===== config.mk =====
export PLATFORM = sky130hd
export DESIGN_NAME = bus_message_receiver_filter
export DESIGN_NICKNAME = d
export VERILOG_FILES = /design/src/hdl/bmrf_pkg.sv /design/src/hdl/bus_message_receiver_filter.sv /design/src/hdl/bmrf_ram.sv /design/src/hdl/bmrf_cmd_queue.sv /design/src/hdl/bmrf_front.sv /design/src/hdl/bmrf_back.sv
export SDC_FILE = /design/constraint.sdc
export NUM_CORES = 1
export LEC_CHECK = 0
export ABC_CLOCK_PERIOD_IN_PS = 5200
export BUFFER_PORTS_ARGS = -buffer_cell sky130_fd_sc_hd__buf_4
export CORE_MARGIN = 4
export CORE_UTILIZATION = 35
export CTS_BUF_LIST = sky130_fd_sc_hd__clkbuf_4
export DETAILED_ROUTE_END_ITERATION = 7
export PLACE_DENSITY_LB_ADDON = 0.2
export SLEW_MARGIN = 20
export SYNTH_ARGS = -nofsm -noshare
export SYNTH_HDL_FRONTEND = slang
export SYNTH_SLANG_ARGS = --single-unit

===== constraint.sdc =====
create_clock -name clk -period 5.2 [get_ports clk]
set_clock_uncertainty 0.1 [all_clocks]
set_input_delay 0.26 -clock clk [delete_from_list [all_inputs] [get_ports clk]]
set_output_delay 0.26 -clock clk [all_outputs]
set_load 0.005 [all_outputs]

===== src/hdl/bmrf_pkg.sv =====
// Shared types and constants for the bus message receiver filter.
// No dependencies; the top level, bmrf_front and bmrf_back import this package.
package bmrf_pkg;

  // Field widths fixed by the item formats
  localparam int BYTE_W    = 8;
  localparam int MSG_LEN_W = 5;
  localparam int CFG_IDX_W = 3;
  localparam int CFG_DAT_W = 64;
  localparam int NUM_IDS   = 256;

  // Configuration register indexes
  localparam logic [CFG_IDX_W-1:0] CFG_VERIFY  = 3'd0;
  localparam logic [CFG_IDX_W-1:0] CFG_IGNORE0 = 3'd1;
  localparam logic [CFG_IDX_W-1:0] CFG_IGNORE1 = 3'd2;
  localparam logic [CFG_IDX_W-1:0] CFG_IGNORE2 = 3'd3;
  localparam logic [CFG_IDX_W-1:0] CFG_IGNORE3 = 3'd4;

  // Input op codes
  localparam logic OP_BYTE = 1'b0;
  localparam logic OP_IDLE = 1'b1;

  // Result kind codes
  localparam logic KIND_BYTE  = 1'b0;
  localparam logic KIND_ERROR = 1'b1;

  typedef struct packed {
    logic              op;
    logic [BYTE_W-1:0] rx_byte;
  } in_item_t;

  typedef struct packed {
    logic                 kind;
    logic [BYTE_W-1:0]    msg_byte;
    logic [MSG_LEN_W-1:0] msg_length;
    logic                 last;
  } out_item_t;

  // Live configuration seen by the front end
  typedef struct packed {
    logic               verify_checksum;
    logic [NUM_IDS-1:0] ignore_ids;
  } cfg_t;

  // Back end hands a buffer bank back to the front end
  typedef struct packed {
    logic valid;
    logic bank;
  } bank_rel_t;

endpackage


===== src/hdl/bus_message_receiver_filter.sv =====
// Bus message receiver with ID filter and trailing-sum check. The front end
// takes a byte beat whenever input is ready; an idle beat closes the message
// and queues a delivery or error report unless its ID is ignored. The back
// end reads each byte from the buffer RAM (read issue, then result register)
// and issues no new read until that byte is in and the slot is free. The
// buffer has two banks: while the back end drains one, the front end fills
// the other, and input stalls only when the next bank is still draining or
// the two-entry command queue is full. No clearing pass after reset.
// Uses bmrf_pkg, bmrf_ram, bmrf_cmd_queue, bmrf_front and bmrf_back.
module bus_message_receiver_filter #(
  parameter int MAX_BYTES = 16
) (
  input  logic                           clk,
  input  logic                           rst_n,
  input  logic                           in_valid,
  output logic                           in_ready,
  input  bmrf_pkg::in_item_t             in_data,
  output logic                           out_valid,
  input  logic                           out_ready,
  output bmrf_pkg::out_item_t            out_data,
  input  logic                           cfg_we,
  input  logic [bmrf_pkg::CFG_IDX_W-1:0] cfg_index,
  input  logic [bmrf_pkg::CFG_DAT_W-1:0] cfg_wdata
);
  import bmrf_pkg::*;

  localparam int ADDR_W = $clog2(MAX_BYTES) + 1;
  localparam int CNT_W  = $clog2(MAX_BYTES + 1);
  localparam int CMD_W  = CNT_W + 2;

  logic                 verify_r;
  logic [CFG_DAT_W-1:0] ignore0_r, ignore1_r, ignore2_r, ignore3_r;
  cfg_t                 cfg;

  logic              wr_en;
  logic [ADDR_W-1:0] wr_addr;
  logic [BYTE_W-1:0] wr_data;
  logic              rd_en;
  logic [ADDR_W-1:0] rd_addr;
  logic [BYTE_W-1:0] rd_data;
  logic              cmd_push, cmd_full, cmd_pop, cmd_valid;
  logic [CMD_W-1:0]  cmd_in, cmd_out;
  bank_rel_t         bank_rel;

  // Configuration registers
  always_ff @(posedge clk) begin
    if (!rst_n) begin
      verify_r  <= 1'b1;
      ignore0_r <= '0;
      ignore1_r <= '0;
      ignore2_r <= '0;
      ignore3_r <= '0;
    end else if (cfg_we) begin
      unique case (cfg_index)
        CFG_VERIFY:  verify_r  <= cfg_wdata[0];
        CFG_IGNORE0: ignore0_r <= cfg_wdata;
        CFG_IGNORE1: ignore1_r <= cfg_wdata;
        CFG_IGNORE2: ignore2_r <= cfg_wdata;
        CFG_IGNORE3: ignore3_r <= cfg_wdata;
        default: begin
        end
      endcase
    end
  end

  // Pack live settings: verify flag above the 256-bit ID map
  assign cfg = {verify_r, ignore3_r, ignore2_r, ignore1_r, ignore0_r};

  bmrf_front #(
    .MAX_BYTES(MAX_BYTES)
  ) u_front (
    .clk      (clk),
    .rst_n    (rst_n),
    .in_valid (in_valid),
    .in_ready (in_ready),
    .in_data  (in_data),
    .cfg      (cfg),
    .wr_en    (wr_en),
    .wr_addr  (wr_addr),
    .wr_data  (wr_data),
    .cmd_push (cmd_push),
    .cmd_data (cmd_in),
    .cmd_full (cmd_full),
    .bank_rel (bank_rel)
  );

  bmrf_cmd_queue #(
    .WIDTH(CMD_W)
  ) u_queue (
    .clk       (clk),
    .rst_n     (rst_n),
    .push      (cmd_push),
    .push_data (cmd_in),
    .full      (cmd_full),
    .pop       (cmd_pop),
    .not_empty (cmd_valid),
    .pop_data  (cmd_out)
  );

  bmrf_ram #(
    .WIDTH(BYTE_W),
    .DEPTH(2 << $clog2(MAX_BYTES))
  ) u_buf (
    .clk     (clk),
    .wr_en   (wr_en),
    .wr_addr (wr_addr),
    .wr_data (wr_data),
    .rd_en   (rd_en),
    .rd_addr (rd_addr),
    .rd_data (rd_data)
  );

  bmrf_back #(
    .MAX_BYTES(MAX_BYTES)
  ) u_back (
    .clk       (clk),
    .rst_n     (rst_n),
    .cmd_valid (cmd_valid),
    .cmd_data  (cmd_out),
    .cmd_pop   (cmd_pop),
    .rd_en     (rd_en),
    .rd_addr   (rd_addr),
    .rd_data   (rd_data),
    .bank_rel  (bank_rel),
    .out_valid (out_valid),
    .out_ready (out_ready),
    .out_data  (out_data)
  );

endmodule


===== src/hdl/bmrf_ram.sv =====
// Generic single-write, single-read RAM with registered read data.
// No dependencies.
module bmrf_ram #(
  parameter int WIDTH = 8,
  parameter int DEPTH = 32
) (
  input  logic                     clk,
  input  logic                     wr_en,
  input  logic [$clog2(DEPTH)-1:0] wr_addr,
  input  logic [WIDTH-1:0]         wr_data,
  input  logic                     rd_en,
  input  logic [$clog2(DEPTH)-1:0] rd_addr,
  output logic [WIDTH-1:0]         rd_data
);

  logic [WIDTH-1:0] mem_r [DEPTH];
  logic [WIDTH-1:0] rd_data_r;

  // Write port
  always_ff @(posedge clk) begin
    if (wr_en) begin
      mem_r[wr_addr] <= wr_data;
    end
  end

  // Registered read port
  always_ff @(posedge clk) begin
    if (rd_en) begin
      rd_data_r <= mem_r[rd_addr];
    end
  end

  assign rd_data = rd_data_r;

endmodule


===== src/hdl/bmrf_cmd_queue.sv =====
// Two-entry command queue between the front end and the back end.
// No dependencies.
module bmrf_cmd_queue #(
  parameter int WIDTH = 8
) (
  input  logic             clk,
  input  logic             rst_n,
  input  logic             push,
  input  logic [WIDTH-1:0] push_data,
  output logic             full,
  input  logic             pop,
  output logic             not_empty,
  output logic [WIDTH-1:0] pop_data
);

  logic [WIDTH-1:0] entry_r [2];
  logic             wr_ptr_r, wr_ptr_nxt;
  logic             rd_ptr_r, rd_ptr_nxt;
  logic [1:0]       count_r, count_nxt;

  assign full      = (count_r == 2'd2);
  assign not_empty = (count_r != 2'd0);
  assign pop_data  = entry_r[rd_ptr_r];

  // Advance pointers and occupancy
  always_comb begin
    wr_ptr_nxt = wr_ptr_r;
    rd_ptr_nxt = rd_ptr_r;
    count_nxt  = count_r;
    if (push) begin
      wr_ptr_nxt = ~wr_ptr_r;
    end
    if (pop) begin
      rd_ptr_nxt = ~rd_ptr_r;
    end
    if (push && !pop) begin
      count_nxt = count_r + 2'd1;
    end else if (pop && !push) begin
      count_nxt = count_r - 2'd1;
    end
  end

  always_ff @(posedge clk) begin
    if (!rst_n) begin
      wr_ptr_r <= 1'b0;
      rd_ptr_r <= 1'b0;
      count_r  <= 2'd0;
    end else begin
      wr_ptr_r <= wr_ptr_nxt;
      rd_ptr_r <= rd_ptr_nxt;
      count_r  <= count_nxt;
    end
  end

  // Store pushed command
  always_ff @(posedge clk) begin
    if (push) begin
      entry_r[wr_ptr_r] <= push_data;
    end
  end

endmodule


===== src/hdl/bmrf_front.sv =====
// Front end: takes input beats, fills the current buffer bank, tracks the
// running sums and classifies each closed message. Uses bmrf_pkg.
module bmrf_front #(
  parameter int MAX_BYTES = 16
) (
  input  logic                                            clk,
  input  logic                                            rst_n,
  input  logic                                            in_valid,
  output logic                                            in_ready,
  input  bmrf_pkg::in_item_t                              in_data,
  input  bmrf_pkg::cfg_t                                  cfg,
  output logic                                            wr_en,
  output logic [$clog2(MAX_BYTES):0]                      wr_addr,
  output logic [bmrf_pkg::BYTE_W-1:0]                     wr_data,
  output logic                                            cmd_push,
  output logic [$clog2(MAX_BYTES+1)+1:0]                  cmd_data,
  input  logic                                            cmd_full,
  input  bmrf_pkg::bank_rel_t                             bank_rel
);
  import bmrf_pkg::*;

  localparam int IDX_W = $clog2(MAX_BYTES);
  localparam int CNT_W = $clog2(MAX_BYTES + 1);

  logic [CNT_W-1:0]  fill_r, fill_nxt;
  logic [BYTE_W-1:0] sum_all_r, sum_all_nxt;
  logic [BYTE_W-1:0] sum_prev_r, sum_prev_nxt;
  logic [BYTE_W-1:0] id_r, id_nxt;
  logic [BYTE_W-1:0] last_byte_r, last_byte_nxt;
  logic              cur_bank_r, cur_bank_nxt;
  logic [1:0]        busy_r, busy_nxt;

  logic accept;
  logic take_byte;
  logic close_msg;
  logic ignored;
  logic sum_bad;

  // Stall while the current bank is still being drained or the queue is full
  assign in_ready  = !busy_r[cur_bank_r] && !cmd_full;
  assign accept    = in_valid && in_ready;
  assign take_byte = accept && (in_data.op == OP_BYTE) && (fill_r < CNT_W'(MAX_BYTES));
  assign close_msg = accept && (in_data.op == OP_IDLE) && (fill_r != '0);

  // Classify the closed message
  assign ignored = cfg.ignore_ids[id_r];
  assign sum_bad = cfg.verify_checksum && (fill_r > CNT_W'(1)) && (sum_prev_r != last_byte_r);

  // Write the byte into the current bank
  assign wr_en   = take_byte;
  assign wr_addr = {cur_bank_r, fill_r[IDX_W-1:0]};
  assign wr_data = in_data.rx_byte;

  // Queue a delivery or an error report; ignored messages vanish here
  assign cmd_push = close_msg && !ignored;
  assign cmd_data = {sum_bad, cur_bank_r, fill_r};

  always_comb begin
    fill_nxt      = fill_r;
    sum_all_nxt   = sum_all_r;
    sum_prev_nxt  = sum_prev_r;
    id_nxt        = id_r;
    last_byte_nxt = last_byte_r;
    cur_bank_nxt  = cur_bank_r;
    busy_nxt      = busy_r;
    if (bank_rel.valid) begin
      busy_nxt[bank_rel.bank] = 1'b0;
    end
    if (take_byte) begin
      fill_nxt      = fill_r + CNT_W'(1);
      sum_prev_nxt  = sum_all_r;
      sum_all_nxt   = sum_all_r + in_data.rx_byte;
      last_byte_nxt = in_data.rx_byte;
      if (fill_r == '0) begin
        id_nxt = in_data.rx_byte;
      end
    end
    if (close_msg) begin
      fill_nxt     = '0;
      sum_all_nxt  = '0;
      sum_prev_nxt = '0;
      // Hand the bank over and switch to the other one
      if (!ignored && !sum_bad) begin
        busy_nxt[cur_bank_r] = 1'b1;
        cur_bank_nxt         = ~cur_bank_r;
      end
    end
  end

  always_ff @(posedge clk) begin
    if (!rst_n) begin
      fill_r     <= '0;
      sum_all_r  <= '0;
      sum_prev_r <= '0;
      cur_bank_r <= 1'b0;
      busy_r     <= 2'b00;
    end else begin
      fill_r     <= fill_nxt;
      sum_all_r  <= sum_all_nxt;
      sum_prev_r <= sum_prev_nxt;
      cur_bank_r <= cur_bank_nxt;
      busy_r     <= busy_nxt;
    end
  end

  // Payload registers
  always_ff @(posedge clk) begin
    id_r        <= id_nxt;
    last_byte_r <= last_byte_nxt;
  end

endmodule


===== src/hdl/bmrf_back.sv =====
// Back end: pops commands, reads message bytes from the buffer bank and
// drives the result register. Uses bmrf_pkg.
module bmrf_back #(
  parameter int MAX_BYTES = 16
) (
  input  logic                                clk,
  input  logic                                rst_n,
  input  logic                                cmd_valid,
  input  logic [$clog2(MAX_BYTES+1)+1:0]      cmd_data,
  output logic                                cmd_pop,
  output logic                                rd_en,
  output logic [$clog2(MAX_BYTES):0]          rd_addr,
  input  logic [bmrf_pkg::BYTE_W-1:0]         rd_data,
  output bmrf_pkg::bank_rel_t                 bank_rel,
  output logic                                out_valid,
  input  logic                                out_ready,
  output bmrf_pkg::out_item_t                 out_data
);
  import bmrf_pkg::*;

  localparam int IDX_W = $clog2(MAX_BYTES);
  localparam int CNT_W = $clog2(MAX_BYTES + 1);

  typedef enum logic [2:0] {
    ST_IDLE = 3'b001,
    ST_ERR  = 3'b010,
    ST_READ = 3'b100
  } state_t;

  state_t           state_r, state_nxt;
  logic [CNT_W-1:0] len_r, len_nxt;
  logic [CNT_W-1:0] idx_r, idx_nxt;
  logic             bank_r, bank_nxt;
  logic             rd_pend_r, rd_pend_nxt;
  logic             rd_last_r, rd_last_nxt;
  logic             out_valid_r, out_valid_nxt;
  out_item_t        out_data_r, out_data_nxt;

  logic slot_free;
  logic at_last;

  // Output slot can take new data once no read is pending and current beat leaves
  assign slot_free = !rd_pend_r && (!out_valid_r || out_ready);
  assign at_last   = (idx_r == len_r - CNT_W'(1));

  assign out_valid = out_valid_r;
  assign out_data  = out_data_r;
  assign rd_addr   = {bank_r, idx_r[IDX_W-1:0]};

  always_comb begin
    state_nxt     = state_r;
    len_nxt       = len_r;
    idx_nxt       = idx_r;
    bank_nxt      = bank_r;
    rd_pend_nxt   = 1'b0;
    rd_last_nxt   = rd_last_r;
    out_valid_nxt = out_valid_r;
    out_data_nxt  = out_data_r;
    cmd_pop       = 1'b0;
    rd_en         = 1'b0;
    bank_rel      = '0;

    // Drop the result beat once taken
    if (out_valid_r && out_ready) begin
      out_valid_nxt = 1'b0;
    end

    // Load byte read in previous cycle
    if (rd_pend_r) begin
      out_valid_nxt           = 1'b1;
      out_data_nxt.kind       = KIND_BYTE;
      out_data_nxt.msg_byte   = rd_data;
      out_data_nxt.msg_length = MSG_LEN_W'(len_r);
      out_data_nxt.last       = rd_last_r;
    end

    unique case (state_r)
      ST_IDLE: begin
        if (cmd_valid) begin
          cmd_pop  = 1'b1;
          len_nxt  = cmd_data[CNT_W-1:0];
          bank_nxt = cmd_data[CNT_W];
          idx_nxt  = '0;
          state_nxt = cmd_data[CNT_W+1] ? ST_ERR : ST_READ;
        end
      end
      ST_ERR: begin
        if (slot_free) begin
          out_valid_nxt           = 1'b1;
          out_data_nxt.kind       = KIND_ERROR;
          out_data_nxt.msg_byte   = '0;
          out_data_nxt.msg_length = MSG_LEN_W'(len_r);
          out_data_nxt.last       = 1'b1;
          state_nxt               = ST_IDLE;
        end
      end
      ST_READ: begin
        // Issue one read; data lands next cycle
        if (slot_free) begin
          rd_en       = 1'b1;
          rd_pend_nxt = 1'b1;
          rd_last_nxt = at_last;
          idx_nxt     = idx_r + CNT_W'(1);
          if (at_last) begin
            bank_rel.valid = 1'b1;
            bank_rel.bank  = bank_r;
            state_nxt      = ST_IDLE;
          end
        end
      end
      default: begin
        state_nxt = ST_IDLE;
      end
    endcase
  end

  always_ff @(posedge clk) begin
    if (!rst_n) begin
      state_r     <= ST_IDLE;
      rd_pend_r   <= 1'b0;
      out_valid_r <= 1'b0;
    end else begin
      state_r     <= state_nxt;
      rd_pend_r   <= rd_pend_nxt;
      out_valid_r <= out_valid_nxt;
    end
  end

  // Payload registers
  always_ff @(posedge clk) begin
    len_r      <= len_nxt;
    idx_r      <= idx_nxt;
    bank_r     <= bank_nxt;
    rd_last_r  <= rd_last_nxt;
    out_data_r <= out_data_nxt;
  end

endmodule

; ---- Word level (Yosys, flattened, before mapping)
; Memory sizes are Yosys's and may differ from the RTL's. A register that Yosys moved wholly into a read port is not among the register bits.
; Index checks and enable logic that the tools add are counted.
[classes]
add_sub_neg = 6
order_cmp = 7
n_reduce_logical = 43
n_mux = 42
n_eq_ne = 14
bitwise = 8
[op_table]
columns = op, n
row1 = two-way mux 15 bit, 3
row2 = two-way mux 1 bit, 19
row3 = AND reduction 2 bit, 9
row4 = logical AND 1 bit, 16
row5 = two-way mux 2 bit, 8
row6 = two-way mux 3 bit, 5
row7 = adder 5 x 1 -> 5 bit (second input constant), 2
row8 = two-way mux 5 bit, 2
row9 = one-hot mux 5 bit (2 select lines), 1
row10 = == test 3 x 2 -> 1 bit (second input constant), 3
row11 = < comparator 8 x 9 -> 1 bit (second input constant), 1
row12 = one-hot mux 3 bit (3 select lines), 1
row13 = adder 8 bit, 1
row14 = binary-select mux 1 bit (select 8 bit), 1
row15 = zero test 1 bit, 8
row16 = != test 8 bit, 1
row17 = == test 3 x 1 -> 1 bit (second input constant), 2
row18 = == test 3 bit (second input constant), 2
row19 = != test 2 x 1 -> 1 bit (second input constant), 3
row20 = nonzero test 2 bit, 3
row21 = == test 5 bit, 1
row22 = > comparator 5 x 1 -> 1 bit (second input constant), 1
row23 = zero test 5 bit, 1
row24 = < comparator 5 bit (second input constant), 1
row25 = other kinds (18), 25
[word_totals]
n_memories = 2
register_bits = 333
inputBits = 81
output_inout_bits = 17
elab_cells = 148
ramBits = 270
[mem_list]
columns = memory, depth, word_bits, rd, rd_clocked_by_memory_dff, wr, line
row1 = u_buf.mem_r, 32, 8, 1, 1, 1, bmrf_ram.sv:16  ; logic [WIDTH-1:0] mem_r [DEPTH];
row2 = u_queue.entry_r, 2, 7, 1, 1, 1, bmrf_cmd_queue.sv:16  ; logic [WIDTH-1:0] entry_r [2];

; ---- Logic depth before layout (Yosys ltp)
; Gate-level depths: netlist (run 1).
[logic_depth]
word_depth = 15
depth_mapped = 13
mapped_depth_nobuf = 11

; ---- Modules after synthesis
; A second synthesis (run 1) with hierarchy kept.
[unflattened]
cells_unflattened = 1853
hier_area_um2 = 25878.6
[by_module_without_submodules]
columns = module, instances, cells_each, area_per_inst_um2, seq_area_each_um2
row1 = bmrf_ram, 1, 417, 10133.5, 7927.6
row2 = bus_message_receiver_filter, 1, 905, 9517.9, 5144.9
row3 = bmrf_front, 1, 354, 4093.9, 960.9
row4 = bmrf_back, 1, 133, 1407.6, 760.7
row5 = bmrf_cmd_queue, 1, 44, 725.7, 520.5

; ---- Least setup slack after synthesis (run 1)
; Ideal clock, no wire load.
[synth_path]
kind = register to register
startpoint = register u_front.id_r[0]
endpoint = register u_queue.count_r[1]
synth_period_minus_slack_ns = 2.990
setup_ns = 0.076
required_ns = 5.024
path_slack_ns = 2.210
n_path_buf = 2
t_arrival_ns = 2.814
stages_incl_launch_ff = 12
path_cell_list = edfxtp_1 buf_6 buf_12 mux4_2 mux4_2 o221ai_2 o2bb2ai_1 nor2_1 o2bb2ai_2 ha_1 or3_1 a21boi_0
[synth_between]
elab_chain_cells = 7
word_cells_on_any_way = 9
cone_classes = mux (3) / reduce/logical (6)
[synth_rtl]
columns = element, line
row1 = start: declaration, bmrf_front.sv:28  ; logic [BYTE_W-1:0] id_r, id_nxt;
row2 = start signal: assignment, bmrf_front.sv:108  ; id_r <= id_nxt;
row3 = binary-select mux 1 bit (select 8 bit) *, bmrf_front.sv:46  ; assign ignored = cfg.ignore_ids[id_r];
row4 = two-way mux 1 bit (not written as such) *, bmrf_front.sv:46
row5 = zero test 1 bit *, bmrf_front.sv:55  ; assign cmd_push = close_msg && !ignored;
row6 = logical AND 1 bit *, bmrf_front.sv:55
row7 = via cmd_push, bus_message_receiver_filter.sv:41  ; logic cmd_push, cmd_full, cmd_pop, cmd_valid;
row8 = zero test 1 bit, bmrf_cmd_queue.sv:38  ; end else if (pop && !push) begin
row9 = logical AND 1 bit, bmrf_cmd_queue.sv:38
row10 = nonzero test 2 bit (no line), --
row11 = end signal: assignment, bmrf_cmd_queue.sv:51  ; count_r <= count_nxt;
row12 = end: declaration, bmrf_cmd_queue.sv:19  ; logic [1:0] count_r, count_nxt;
; Mark *: on every way through the listed nets, which the timed path passes. The rest lies on a longest branch. The select of a mux whose other input is x is not followed.
; A chain may end at the register's enable or synchronous reset.

; ---- Worst setup path in the final report (run 1)
[layout_path]
startpoint = register u_front.cur_bank_r
endpoint = memory u_queue.entry_r[0][2] (netlist name) (enable)
[layout_between]
elab_chain_cells = 10
[layout_rtl]
columns = element, line
row1 = start: declaration, bmrf_front.sv:30  ; logic cur_bank_r, cur_bank_nxt;
row2 = start signal: assignment, bmrf_front.sv:101  ; cur_bank_r <= cur_bank_nxt;
row3 = two-way mux 1 bit (not written as such) (2 in a row), bmrf_front.sv:40  ; assign in_ready = !busy_r[cur_bank_r] && !cmd_full;
row4 = zero test 1 bit, bmrf_front.sv:40
row5 = logical AND 1 bit, bmrf_front.sv:40
row6 = logical AND 1 bit, bmrf_front.sv:41  ; assign accept = in_valid && in_ready;
row7 = logical AND 1 bit (2 in a row), bmrf_front.sv:43  ; assign close_msg = accept && (in_data.op == OP_IDLE) && (fill_r != '0);
row8 = logical AND 1 bit, bmrf_front.sv:55
row9 = via cmd_push, bus_message_receiver_filter.sv:41
row10 = two-way mux 1 bit, bmrf_cmd_queue.sv:57  ; if (push) begin
row11 = two-way mux 1 bit (not written as such), bmrf_cmd_queue.sv:58  ; entry_r[wr_ptr_r] <= push_data;
row12 = end: declaration, bmrf_cmd_queue.sv:16
; The timed path passes the listed nets, and every way through them passes these cells. The select of a mux whose other input is x is not followed.

==> impl_metrics.csv, run 1 <==
group,metric,value,unit
floorplan,die-area,77800,sq um
cells_and_area,synthToLayoutAreaGrowth,20.1,%
cells_and_area,final_common_cell,"nand2_1",
cts,clk_path_buf_depth,3,
logic_synthesis,synth_warnings,0,
logic_synthesis,synth_compound_area_frac,0.0974,
cts,root_buffer,"clkbuf_4",
logic_synthesis,synth-adder-area-share,0.00760,
setup_path,crit_fanout,10,
floorplan,die-height,279,microns
cts,clk_pin_slew_worst_paths,0.06,ns
placement,numPortBuffers,97,
drt,viasPerCell,4.99,
cts,clk_latency,1.00,ns
logic_synthesis,synthCells,2068,
logic_synthesis,async_flop_share,0,
setup_path,crit_start,"u_front.cur_bank_r",
sta,fin_crit,3.79,ns
hold_path,min_path_cells,4,
setup_path,rrSetupSlack,1.41,ns
cts,cts-htree-levels,4,
pwr,p_per_area,381,nW/um^2
setup_path,criticalPathCategory,"flop to flop",
placement,place.gp.congestion,0.806,
logic_synthesis,yosys.area_share.simple,0.115,
grt,antenna_found_initial,3,
grt,track_usage,0.180,
sta,fmax,264,MHz
setup_path,reg2reg_depth,8,
grt,overflow,0,
grt,grt_pass1_wl,108000,microns
logic_synthesis,synth_ff_type,"edfxtp_1",
grt,use_met3,0.0365,
cts,cts.repair.resized,0,
cells_and_area,drive_gt1_frac,0.222,
drt,drcViolationCount,0,
placement,hpwl,44600,microns
logic_synthesis,synth_top_family_by_area,"multiplexers",
setup_path,cp_data_arrival_time,4.27,ns
cts,cts.sinks,612,
placement,dp.cells,3016,
sta,period_share,0.729,
setup_path,start_kind,"flop",
floorplan,ioPinCount,98,
logic_synthesis,synth_nets,2164,
setup_path,crit_required,5.68,ns
setup_path,reg2reg_to,"u_queue.entry_r[0][2]",
floorplan,std_cell_rows,99,
sta,grt_setup_unrepaired,"no",
pwr,finalPower,11.8,mW
cts,cts_made_buffers,168,
logic_synthesis,synth_cell_types,75,
logic_synthesis,ys_seq_area_frac,0.596,
sta,slew_viol_final,0,
drt,firstDrtPassIters,5,
sta,tns,0,ns
sta,slew_headroom,0.320,
logic_synthesis,synth_area,25700,sq um
logic_synthesis,synthMuxAreaShare,0.144,
drt,wl,69600,microns
logic_synthesis,synth_area_leaders,"edfxtp_1, dfxtp_1, mux4_2, nand2_1, a21boi_0",
grt,gr-max-usage-layer,"met2",
floorplan,die_w,279,microns
logic_synthesis,synth_edf_count,306,
grt,met1_usage,0.252,
logic_synthesis,synth_xor_area_frac,0.00989,
logic_synthesis,netlist.area_leader.share,0.358,
grt,grt_pass1_vias,17600,
pwr,ir_drop,223,uV
floorplan,start_util,0.353,
run_status,outcome,"finished clean",
logic_synthesis,avgSynthCellArea,12.4,sq um
setup_path,cp-endpoint,"u_queue.entry_r[0][2]",
sta,setup_violations,0,
logic_synthesis,yosysTopAreaCell,"edfxtp_1",
drt,antenna_left,0,
drt,drtIter0Drc,1069,
hold_path,hold_path.class,"primary input to flop",
setup_path,worst_setup_path_end_kind,"flop",
setup_path,r2r-start,"u_front.cur_bank_r",
flow_run,cap_violations,0,
cts,cts_tree,"built",
sta,hold_violations,0,
drt,avgRoutedWirePerCell,20.0,microns
grt,met2_usage,0.278,
drt,via_count,17300,
floorplan,core-area,72800,sq um
pwr,leakagePower,10.5,nW
sta,worst_pin_slew,1.02,ns
cells_and_area,final_cell_mix,"nand2_1, dfxtp_1, edfxtp_1, a21boi_0, clkbuf_4",
cells_and_area,final_nets,2475,
grt,grt_max_degree,125,
logic_synthesis,ys_seq_elements,612,
cells_and_area,fin_cells,3474,
sequential cells by signal, indices dropped and copies added, names as in the netlist, 8 cells and up, named ones only:
signal and cells:
u_front.last_byte_r 8, ignore0_r 64, u_queue.entry_r 14, u_buf.mem_r 256, u_front.sum_prev_r 8, u_front.sum_all_r 8, ignore2_r 64, u_front.id_r 8
u_back.out_data 15, ignore1_r 64, u_buf.rd_data 8, ignore3_r 64
per-layer routing:
metal  part of all wire  up-vias  routed length [microns]
met2               0.46      531                    32100
met1               0.46     8542                    32300
met3              0.053      117                     3710
met4              0.023        0                     1570
li1                   -     8157                        -
met5                  0        -                        0
critical path, stage by stage, from the launching register on:
cell	delay (ns)
dfxtp_1	0.51
nor2b_1	0.08
a221oi_1	0.53
nand4_1	0.30
dlygate4sd3_1	0.69
a211oi_1	0.27
nand3_1	0.12
o2bb2ai_2	0.29
nor2b_1	0.53
layout make-up:
type                            count  area [sq um]
Clock inverter                     61           348
Clock buffer                      235          1760
Timing Repair Buffer              277          2480
Tap cell                          959          1200
Fill cell                        6868         42000
Sequential cell                   612         15300
Multi-Input combinational cell   1298          9650
Inverter                           22          82.6
Antenna cell                       10          25.0
cells in the mapped netlist (all sizes together), types with 14 or more instances:
library cell,instances
nand3,14
dfxtp,306
mux4,145
ha,14
nand2,590
mux2i,28
inv,20
xnor2,21
buf,31
nor2,63
edfxtp,306
clkbuf,105
a21oi,21
a21boi,262
logic make-up (layout without fill, tap and decap cells):
| logic type | after synthesis | in the layout |
|---|---|---|
| DFF | 612 | 612 |
| other | 0 | 10 |
| AOI/OAI and AO/OA | 338 | 338 |
| and+or+nand+nor | 731 | 731 |
| xor gates and xnor gates | 29 | 29 |
| adders and majority gates | 15 | 15 |
| muxes | 185 | 185 |
| buffers and inverters | 158 | 595 |
metrics by stage:
step                hold slack, ns  area [sq um]  utilization  setup slack [ns]
CTS                         0.0101         30800        0.423              1.31
global placement             0.340         27200        0.373              1.46
global route                0.0639         30900        0.424              1.13
detailed placement           0.350         27200        0.373              1.50
floorplan                    0.259         25700            -              2.21
finish                       0.119         30900        0.424              1.41
how the worst min path moves through the flow:
stage	start	end	slack [ns]
CTS	cfg_wdata[0]	ignore1_r[0]	0.01
floorplan	in_data[0]	u_buf.mem_r[0][0]	0.26
detailed placement	u_back.out_data[14]	u_back.out_data[14]	0.35
global placement	u_back.rd_last_r	u_back.out_data[0]	0.34
global route	cfg_wdata[0]	ignore3_r[0]	0.06
finish	cfg_wdata[0]	ignore1_r[0]	0.12
timing repair:
| item | in CTS | in global routing |
|---|---|---|
| hold buffers | 152 | 0 |
| endpoints found under the hold margin | 561 | 0 |
| buffers inserted | 0 | 0 |
power by group:
| group | switching [mW] | total (mW) | internal [mW] |
|---|---|---|---|
| clock | 2.07 | 4.28 | 2.21 |
| sequential | 0.205 | 5.50 | 5.30 |
| combinational | 0.996 | 1.98 | 0.987 |
Note: power is estimated with default switching activity, not from simulation.
==> run 2, diff against run 1 <==
ABC_AREA = 1   (was unset)
ABC_CLOCK_PERIOD_IN_PS = 3450   (was 5200)
clock period = 3.45 ns   (was 5.2 ns; I/O delays follow)
==> impl_metrics.csv, run 2 <==
group,metric,value,unit
run_status,outcome,"finished clean",
logic_synthesis,synth_warnings,0,
logic_synthesis,async_flop_share,0,
setup_path,rrSetupSlack,0.25,ns
logic_synthesis,synth_area,25500,sq um
floorplan,die_w,278,microns
cts,cts_tree,"built",
setup_path,criticalPathCategory,"flop to flop",
setup_path,worst_setup_path_end_kind,"flop",
cts,cts.sinks,612,
pwr,leakagePower,11.8,nW
logic_synthesis,synthCells,2849,
sta,slew_viol_final,0,
sta,fmax,312,MHz
setup_path,reg2reg_depth,20,
pwr,p_per_area,625,nW/um^2
setup_path,crit_start,"u_front.id_r[0]",
logic_synthesis,synth_nets,2945,
logic_synthesis,ys_seq_elements,612,
logic_synthesis,netlist.area_leader.share,0.360,
grt,grt_pass1_wl,119000,microns
logic_synthesis,yosys.cell_count.top_type,"nor2_1",
cts,clk_latency,1.00,ns
cells_and_area,drive_gt1_frac,0.143,
sta,fin_crit,3.20,ns
setup_path,crit_fanout,38,
placement,place.gp.congestion,0.834,
logic_synthesis,synth_edf_count,306,
cells_and_area,largest_register_ffs,256,
cells_and_area,largest_register,"u_buf.mem_r",
logic_synthesis,yosys.area_share.simple,0.202,
grt,grt_pass1_vias,20800,
floorplan,die-height,278,microns
logic_synthesis,synthMuxAreaShare,0.00348,
placement,dp.cells,3785,
logic_synthesis,ys_seq_area_frac,0.600,
drt,avgRoutedWirePerCell,17.8,microns
placement,dp_slack,0.348,ns
flow_run,cap_violations,0,
drt,via_count,21300,
sta,period_share,0.929,
setup_path,r2r-start,"u_front.id_r[0]",
sta,tns,0,ns
drt,drtIter0Drc,1545,
setup_path,cp_data_arrival_time,3.91,ns
logic_synthesis,synth_ff_type,"edfxtp_1",
logic_synthesis,synth-adder-area-share,0.00764,
hold_path,min_from,"cfg_wdata[61]",
logic_synthesis,yosysTopAreaCell,"edfxtp_1",
logic_synthesis,synth_cell_types,40,
floorplan,std_cell_rows,98,
cells_and_area,synthToLayoutAreaGrowth,22.1,%
grt,track_usage,0.192,
sta,hold_violations,0,
cells_and_area,final_core_util,0.434,
setup_path,reg2reg_to,"u_queue.count_r[1]",
drt,viasPerCell,5.03,
cts,cts-htree-levels,4,
logic_synthesis,synth_xor_area_frac,0.00652,
cells_and_area,fin_cells,4242,
pwr,ir_drop,389,uV
sta,setup_ws,0.245,ns
hold_path,hold_end,"ignore2_r[61]",
placement,numPortBuffers,97,
floorplan,ioPinCount,98,
sta,setup_violations,0,
cts,clk_pin_slew_worst_paths,0.07,ns
grt,grt_max_degree,263,
drt,drcViolationCount,0,
floorplan,die-area,77400,sq um
cells_and_area,final_cell_mix,"nor2_1, o21ai_0, nand2_1, dfxtp_1, edfxtp_1",
placement,hpwl,45400,microns
logic_synthesis,synth_top_family_by_area,"simple AND/OR/NAND/NOR gates",
hold_path,hold_path.class,"primary input to flop",
sta,grt_setup_unrepaired,"no",
setup_path,start_kind,"flop",
cells_and_area,final_nets,3257,
drt,firstDrtPassIters,5,
drt,antenna_left,0,
setup_path,crit_required,4.16,ns
cts,cts_made_buffers,163,
sta,worst_pin_slew,1.09,ns
logic_synthesis,synth_area_leaders,"edfxtp_1, dfxtp_1, nor2_1, o21ai_0, nand3_1",
cts,root_buffer,"clkbuf_4",
cts,clk_path_buf_depth,3,
grt,antenna_found_initial,6,
drt,wl,75700,microns
floorplan,core-area,71900,sq um
sta,slew_headroom,0.277,
logic_synthesis,synth_compound_area_frac,0.126,
logic_synthesis,synth_commonest_cells,"nor2_1, o21ai_0, nand2_1, dfxtp_1, edfxtp_1",
cells_and_area,final_common_cell,"nor2_1",
hold_path,min_path_cells,4,
floorplan,start_util,0.355,
grt,overflow,0,
logic_synthesis,avgSynthCellArea,8.96,sq um
## run 2: changes by cell type after synthesis, moves of 12 or more
cell      change
o21ai_0     +404
clkbuf_1     +42
a21boi_0    -259
nor2_1      +502
inv_1       +105
mux4_2      -137
xnor2_1      -12
nand3_1     +271
a21oi_1      +94
mux2i_1      -27
buf_2        +17
o221ai_1     +24
nand2_1     -215
o22ai_1      +36
## run 2: worst max-delay path: stages (launching register included)
cell	delay (ns)
edfxtp_1	0.48
inv_4	0.15
buf_12	0.20
nand2_1	0.08
nand3_1	0.08
nand3_1	0.12
nand3_1	0.16
nand3_1	0.12
nand2_1	0.22
nand2_1	0.09
nand3_1	0.09
nand2_1	0.06
nand2_1	0.07
nand2_2	0.07
nand2_2	0.09
inv_1	0.06
ha_1	0.32
a21oi_1	0.11
o21ai_0	0.11
o21ai_0	0.15
a21oi_1	0.06
## run 2: stage by stage
| step | hold slack, ns | power [mW] | area [sq um] |
|---|---|---|---|
| 2_1_floorplan | 0.171 | 11.0 | 25500 |
| 3_3_place_gp | 0.323 | 12.8 | 27400 |
| 3_5_place_dp | 0.332 | 12.8 | 27400 |
| 4_1_cts | 0.00116 | 19.6 | 31100 |
| 5_1_grt | 0.0505 | 20.6 | 31200 |
| 6_report | 0.131 | 19.5 | 31200 |
## run 2: worst max path at each step
stage	endpoint	depth (start not counted)
finish	u_queue.count_r[1]	20
detailed placement	u_queue.count_r[1]	20
global route	u_queue.count_r[1]	20
global placement	u_queue.count_r[1]	20
CTS	u_queue.count_r[1]	20
floorplan	u_buf.mem_r[23][0]	10
## run 2: layout make-up
type | count | area (sq um)
multi-input cells | 1909 | 8880
well taps | 950 | 1190
diodes | 8 | 20.0
flip-flops and latches | 612 | 15300
clock buffers | 245 | 1840
clock inverters | 43 | 315
inverters | 137 | 518
repair buffers | 338 | 3100
fillers | 7176 | 40700
## run 2: cells by family after synthesis
kind of cell	Yosys count
AOI/OAI and AO/OA	609
xor gates and xnor gates	19
adders and majority gates	15
buffers and inverters	328
DFF	612
muxes	8
and+or+nand+nor	1258
## run 2: timing repair
action / 4_1_cts / 5_1_grt
hold endpoints to repair: 831 / 0
setup buffers: 0 / 1
gates resized for setup: 0 / 1
hold buffers: 160 / 0
setup endpoints to repair: 0 / 1
## run 2: where the power goes
| group | switching [mW] | internal, mW |
|---|---|---|
| logic | 3.00 | 1.52 |
| registers | 0.272 | 8.04 |
| clock network | 3.03 | 3.61 |
| total | 6.30 | 13.2 |
## run 2: metal layers
metal | global-route usage | vias to the layer above | share of wire
met5 | 0 | - | 0
met4 | 0.0643 | 0 | 0.021
met3 | 0.0537 | 112 | 0.069
met2 | 0.297 | 628 | 0.45
met1 | 0.262 | 10100 | 0.46
li1 | - | 10400 | -
